[src/cfs_mul.sv]
// ----------------------------------------------------------------------------
// cfs_mul: pipelined wide signed multiplier
// Splits both operands in 32-bit chunks, registers the partial products,
// then sums rows and columns in two more stages.
// ----------------------------------------------------------------------------
module cfs_mul #(
  parameter int WA = 32,
  parameter int WB = 32
) (
  input  logic                    clk,
  input  logic                    en,
  input  logic signed [WA-1:0]    a,
  input  logic signed [WB-1:0]    b,
  output logic signed [WA+WB-1:0] p
);
  localparam int NA = (WA + 31) / 32;
  localparam int NB = (WB + 31) / 32;
  localparam int WS = 32 * (NA + NB) + 2;

  logic signed [32*NA-1:0] ax;
  logic signed [32*NB-1:0] bx;
  logic signed [32:0]      ca [NA];
  logic signed [32:0]      cb [NB];
  logic signed [65:0]      pp [NA][NB];
  logic signed [WS-1:0]    row_next [NB];
  logic signed [WS-1:0]    row [NB];
  logic signed [WS-1:0]    sum_next;

  assign ax = (32*NA)'(a);
  assign bx = (32*NB)'(b);

  // Cut operands: lower chunks unsigned, top chunk carries the sign
  for (genvar i = 0; i < NA; i++) begin : g_ca
    if (i == NA - 1) begin : g_top
      assign ca[i] = {ax[32*i+31], ax[32*i +: 32]};
    end else begin : g_low
      assign ca[i] = {1'b0, ax[32*i +: 32]};
    end
  end
  for (genvar j = 0; j < NB; j++) begin : g_cb
    if (j == NB - 1) begin : g_top
      assign cb[j] = {bx[32*j+31], bx[32*j +: 32]};
    end else begin : g_low
      assign cb[j] = {1'b0, bx[32*j +: 32]};
    end
  end

  // Sum each row of partials, then the rows
  always_comb begin
    for (int j = 0; j < NB; j++) begin
      row_next[j] = '0;
      for (int i = 0; i < NA; i++) begin
        row_next[j] = row_next[j] + (WS'(pp[i][j]) <<< (32 * i));
      end
    end
    sum_next = '0;
    for (int j = 0; j < NB; j++) sum_next = sum_next + (row[j] <<< (32 * j));
  end

  // Advance the three stages
  always_ff @(posedge clk) begin
    if (en) begin
      for (int i = 0; i < NA; i++)
        for (int j = 0; j < NB; j++) pp[i][j] <= ca[i] * cb[j];
      for (int j = 0; j < NB; j++) row[j] <= row_next[j];
      p <= sum_next[WA+WB-1:0];
    end
  end
endmodule

[config.mk]
export PLATFORM = sky130hd
export DESIGN_NAME = cfs_mul
export DESIGN_NICKNAME = d
export VERILOG_FILES = /design/src/cfs_mul.sv
export SDC_FILE = /design/constraint.sdc
export NUM_CORES = 2
export LEC_CHECK = 0
export BUFFER_PORTS_ARGS = -buffer_cell sky130_fd_sc_hd__buf_2
export CORE_UTILIZATION = 65
export CTS_BUF_LIST = sky130_fd_sc_hd__clkbuf_4 sky130_fd_sc_hd__clkbuf_8
export DETAILED_ROUTE_END_ITERATION = 8
export PLACE_DENSITY = 0.83
export SYNTH_ARGS = -nofsm -noshare
export SYNTH_HDL_FRONTEND = slang
export SYNTH_SLANG_ARGS = --single-unit
[constraint.sdc]
create_clock -name clk -period 16 [get_ports clk]
set_clock_uncertainty 0.2 [all_clocks]
set_input_delay 4.8 -clock clk [delete_from_list [all_inputs] [get_ports clk]]
set_output_delay 4.8 -clock clk [all_outputs]
set_load 0.005 [all_outputs]
Yosys cells after proc, flatten, opt, wreduce, memory -nomap -nowiden --
Memories as Yosys holds them, arrays and structs flattened. A register that Yosys moved wholly into a read port is not among the register bits. Cells that the tools add are included.
Storage, ports and cells: flip-flop bits (word level) 0, bits in writable memories 132, input port bits 66, output and inout port bits 64, word-level logic and storage cells 5, memories 2
Memory list:
- pp | words 1, width 66, read ports 1, clocked after Yosys merged registers in 0, wr ports 1, line 24 | logic signed [65:0] pp [NA][NB];
- row | words 1, width 66, read ports 1, clocked after Yosys merged registers in 1, wr ports 1, line 26 | logic signed [WS-1:0] row [NB];
Cells by class: multiply operators 1, muxes and demuxes 2
Operators by type and width (number):
- 32-bit by 32-bit multiplier with 64-bit output | 1
- 1-bit 2-to-1 mux | 2

Depth between registers and ports, before layout --
depth in word-level cells 2, gate-level depth with buffers 28, gate-level depth less buffers 26

Worst setup path before layout --
OpenSTA, ideal clock, no wires.
kind in2reg, start point in b[2], end point mem pp[0][61] (netlist name) (data pin), setup time 0.259 ns, arrival 11.750 ns, required time 15.541 ns, path slack 3.791 ns, stages on the path 25, path buffers 1, path through clkbuf_1 -> nand2_1 -> inv_1 -> fa_1 -> fa_1 -> fa_1 -> fa_1 -> inv_1 -> fa_1 -> inv_1 -> fa_1 -> inv_1 -> fa_1 -> inv_1 -> fa_1 -> ha_1 -> a21oi_1 -> o21ai_0 -> nor3b_1 -> o211ai_1 -> o21ai_2 -> o21ai_1 -> o22ai_2 -> nor3_1 -> a211o_1
Between the ends: longest elaborated chain between the ends 1
Ends and longest elaborated chain:
- start, declared | line 13 | input logic signed [WB-1:0] b,
- 32-bit by 32-bit multiplier with 64-bit output | line 64 | for (int j = 0; j < NB; j++) pp[i][j] <= ca[i] * cb[j];
- end, declared | line 24
No other way between the ends.

Final worst setup path --
start point in a[31], end point mem pp[0][61] (netlist name) (data pin)
Between the ends: longest elaborated chain between the ends 1
Ends and longest elaborated chain:
- start, declared | line 12 | input logic signed [WA-1:0] a,
- 32-bit by 32-bit multiplier with 64-bit output | line 64
No other way between the ends.

==> qor.csv <==
stage,metric,value,unit
cells_and_area,Final Cell Area,43500,um^2
clocking,clock latency on the worst-skew pair,570,ps
clocking,CTS tree,yes,
outcome,status,completed,
worst_setup_path,"most used cell, CP",fa_1,
synth,Synth async-reset ratio,0,
placed_design,gpl congestion,0.944,
floorplan,die width,256,um
worst_setup_path,Crit path buffers/inverters,8,
synth,YS warnings,0,
floorplan,Core ar.,63400,um^2
sta,final setup TNS,0,ps
clocking,clock-pin slew of the registers on the worst-case setup and hold paths,110,ps
floorplan,die height,256,um
synth,Post-Synthesis Cells,4062,
placed_design,Area after DPL,43100,um^2
cells_and_area,fillers,4680,
floorplan,DIE AREA,65500,um^2
sta,endpoints failing setup,0,
worst_setup_path,"delay-heaviest family, CP",adder cells,
synth,register bit count reported by yosys,192,
placed_design,HPWL Detailed,81700,um
drt,drt initial violations,2567,
synth,Synth top area share,0.517,
clocking,Post-CTS Setup Bufs,0,
drt,vias,28500,
global_routing,first-pass GRT wire length,172000,um
drt,drt wl/cell,22.0,um
drt,vias per inst,5.82,
sta,final hold vios,0,
floorplan,Site Rows,92,
sta,fmax,73.8,MHz
worst_setup_path,Worst setup EP type,flop,
hold_path,Hold/Removal Path Class,flop to flop,
worst_setup_path,crit-path max FO,32,
synth,Post-synth top cells,"1,082 x fa_1, 953 x inv_1, 526 x nand2_1, 513 x and2_1, 204 x clkbuf_1",
synth,Post-Syn Area,41900,um^2
synth,most frequent cell after synthesis,fa_1,
global_routing,initial antenna violation count,9,
synth,Post-synth EDFFs,192,
drt,WL final,108000,um
clocking,hold_buf cts,0,
worst_setup_path,CP required,16150,ps
worst_setup_path,Critical Path AT,13690,ps
synth,"Net Count, Synth",5394,
clocking,CTS max path bufs,2,
sta,pin slew with the least headroom to its limit,1200,ps
cells_and_area,area occupied by multi-input gates,31700,um^2
sta,Final Max Tran Viols,0,
synth,post-synth top area cell,fa_1,
global_routing,grt total ovfl,0,
clocking,CTS Sinks,192,
clocking,H-tree levels,4,
cells_and_area,Reg area,5770,um^2
floorplan,initial core utilization,0.661,
placed_design,I/O Buffers,129,
global_routing,vias in the first global route,31500,
cells_and_area,fin nets,5362,
sta,max_slew headroom,0.195,
synth,prevailing post-synth register cell,edfxtp_1,
global_routing,largest net degree at the start of global routing,118,
worst_setup_path,crit path max-delay cell type,fa_1,
cells_and_area,area grow syn2layout,3.69,%
synth,Synth area leaders,"fa_1 52%, edfxtp_1 14%, inv_1 8.5%",
sta,final worst path period need,13550,ps
sta,RSZ-0062 raised after global routing,false,
drt,post-route antenna net violation count,0,
clocking,post-CTS sizing,0,
global_routing,GRT Overall Usage,0.350,
worst_setup_path,CP startpoint kind,input port,
sta,Final Cycle Share,0.847,
worst_setup_path,critical path type,input port to flop,
cells_and_area,ratio of cells with drive above 1 in the final layout,0.0520,
worst_setup_path,CP peak stage delay,900,ps
clocking,number of CTS-inserted buffers,17,
drt,DRC errors left,0,
synth,syn_area_per_cell,10.3,um^2
synth,"Seq/Total Area, Yosys",0.138,
drt,DR pass1 iterations,6,
clocking,clk root buf,clkbuf_8,
floorplan,IO Count,130,
synth,post-synth cell types,61,
run,Max-Cap Viols,0,
-- placed cells by master (no fill, tap or decap), types with 16 or more instances in the layout --
cell type,count
a21oi_1,69
ha_1,184
xnor2_1,51
a21o_1,23
buf_2,128
nand2_1,526
edfxtp_1,192
and2_1,513
xor2_1,19
o21bai_1,16
buf_4,35
nor2_1,53
inv_1,953
nand4_1,16
o21ai_0,23
fa_1,1082
clkbuf_8,18
-- layer usage --
metal	GRT usage	up-vias	wire length (um)
met5	0	-	57
met2	0.541	1757	50100
li1	-	11700	-
met3	0.0858	492	11900
met4	0.241	8	8430
met1	0.438	14500	37100
-- worst paths after layout --
kind	cells past startpoint	start	endpoint	slack, ps
max reg2reg	0	pp[0][57]	row[0][57]	15060
min reg2reg	0	pp[0][28]	row[0][28]	220
min	0	pp[0][28]	row[0][28]	220
max	27	a[31]	pp[0][61]	2450
-- metrics by stage --
step | hold slack (ps) | instances | util | worst slack (ps)
after floorplan | 200 | 4062 | - | 3790
after global placement | 200 | 4857 | 0.679 | 2230
after detailed placement | 205 | 4857 | 0.679 | 1980
after CTS | 221 | 4888 | 0.685 | 2580
after global routing | 230 | 4894 | 0.685 | 2200
final | 217 | 4894 | 0.685 | 2450
-- area by class of cell --
class                           instances  share of cell area
Antenna cell                            6            0.000345
Clock buffer                           18             0.00555
Clock inverter                         13             0.00342
Inverter                              954              0.0824
Multi-Input combinational cell       2701               0.730
Sequential cell                       192               0.133
Tap cell                              846              0.0243
Timing Repair Buffer                  164              0.0211
-- flip-flops by register name, indices dropped and copies added, names as in the netlist --
| name | count |
|---|---|
| pp | 64 |
| p | 63 |
| sum_next | 1 |
| row | 64 |
-- cell families after synthesis --
logic type | after synthesis | synth area share
flip-flops | 192 | 0.138
buffers and inverters | 1169 | 0.105
XOR/XNOR | 70 | 0.0146
AND/OR/NAND/NOR | 1157 | 0.138
multiplexers | 1 | 0.000239
AO/OA/AOI/OAI | 207 | 0.0327
adder cells (fa/ha/maj) | 1266 | 0.571
Power is left out: the tool's default activity adds up to more than one toggle a clock period on the data nets, which glitch-free logic cannot reach.
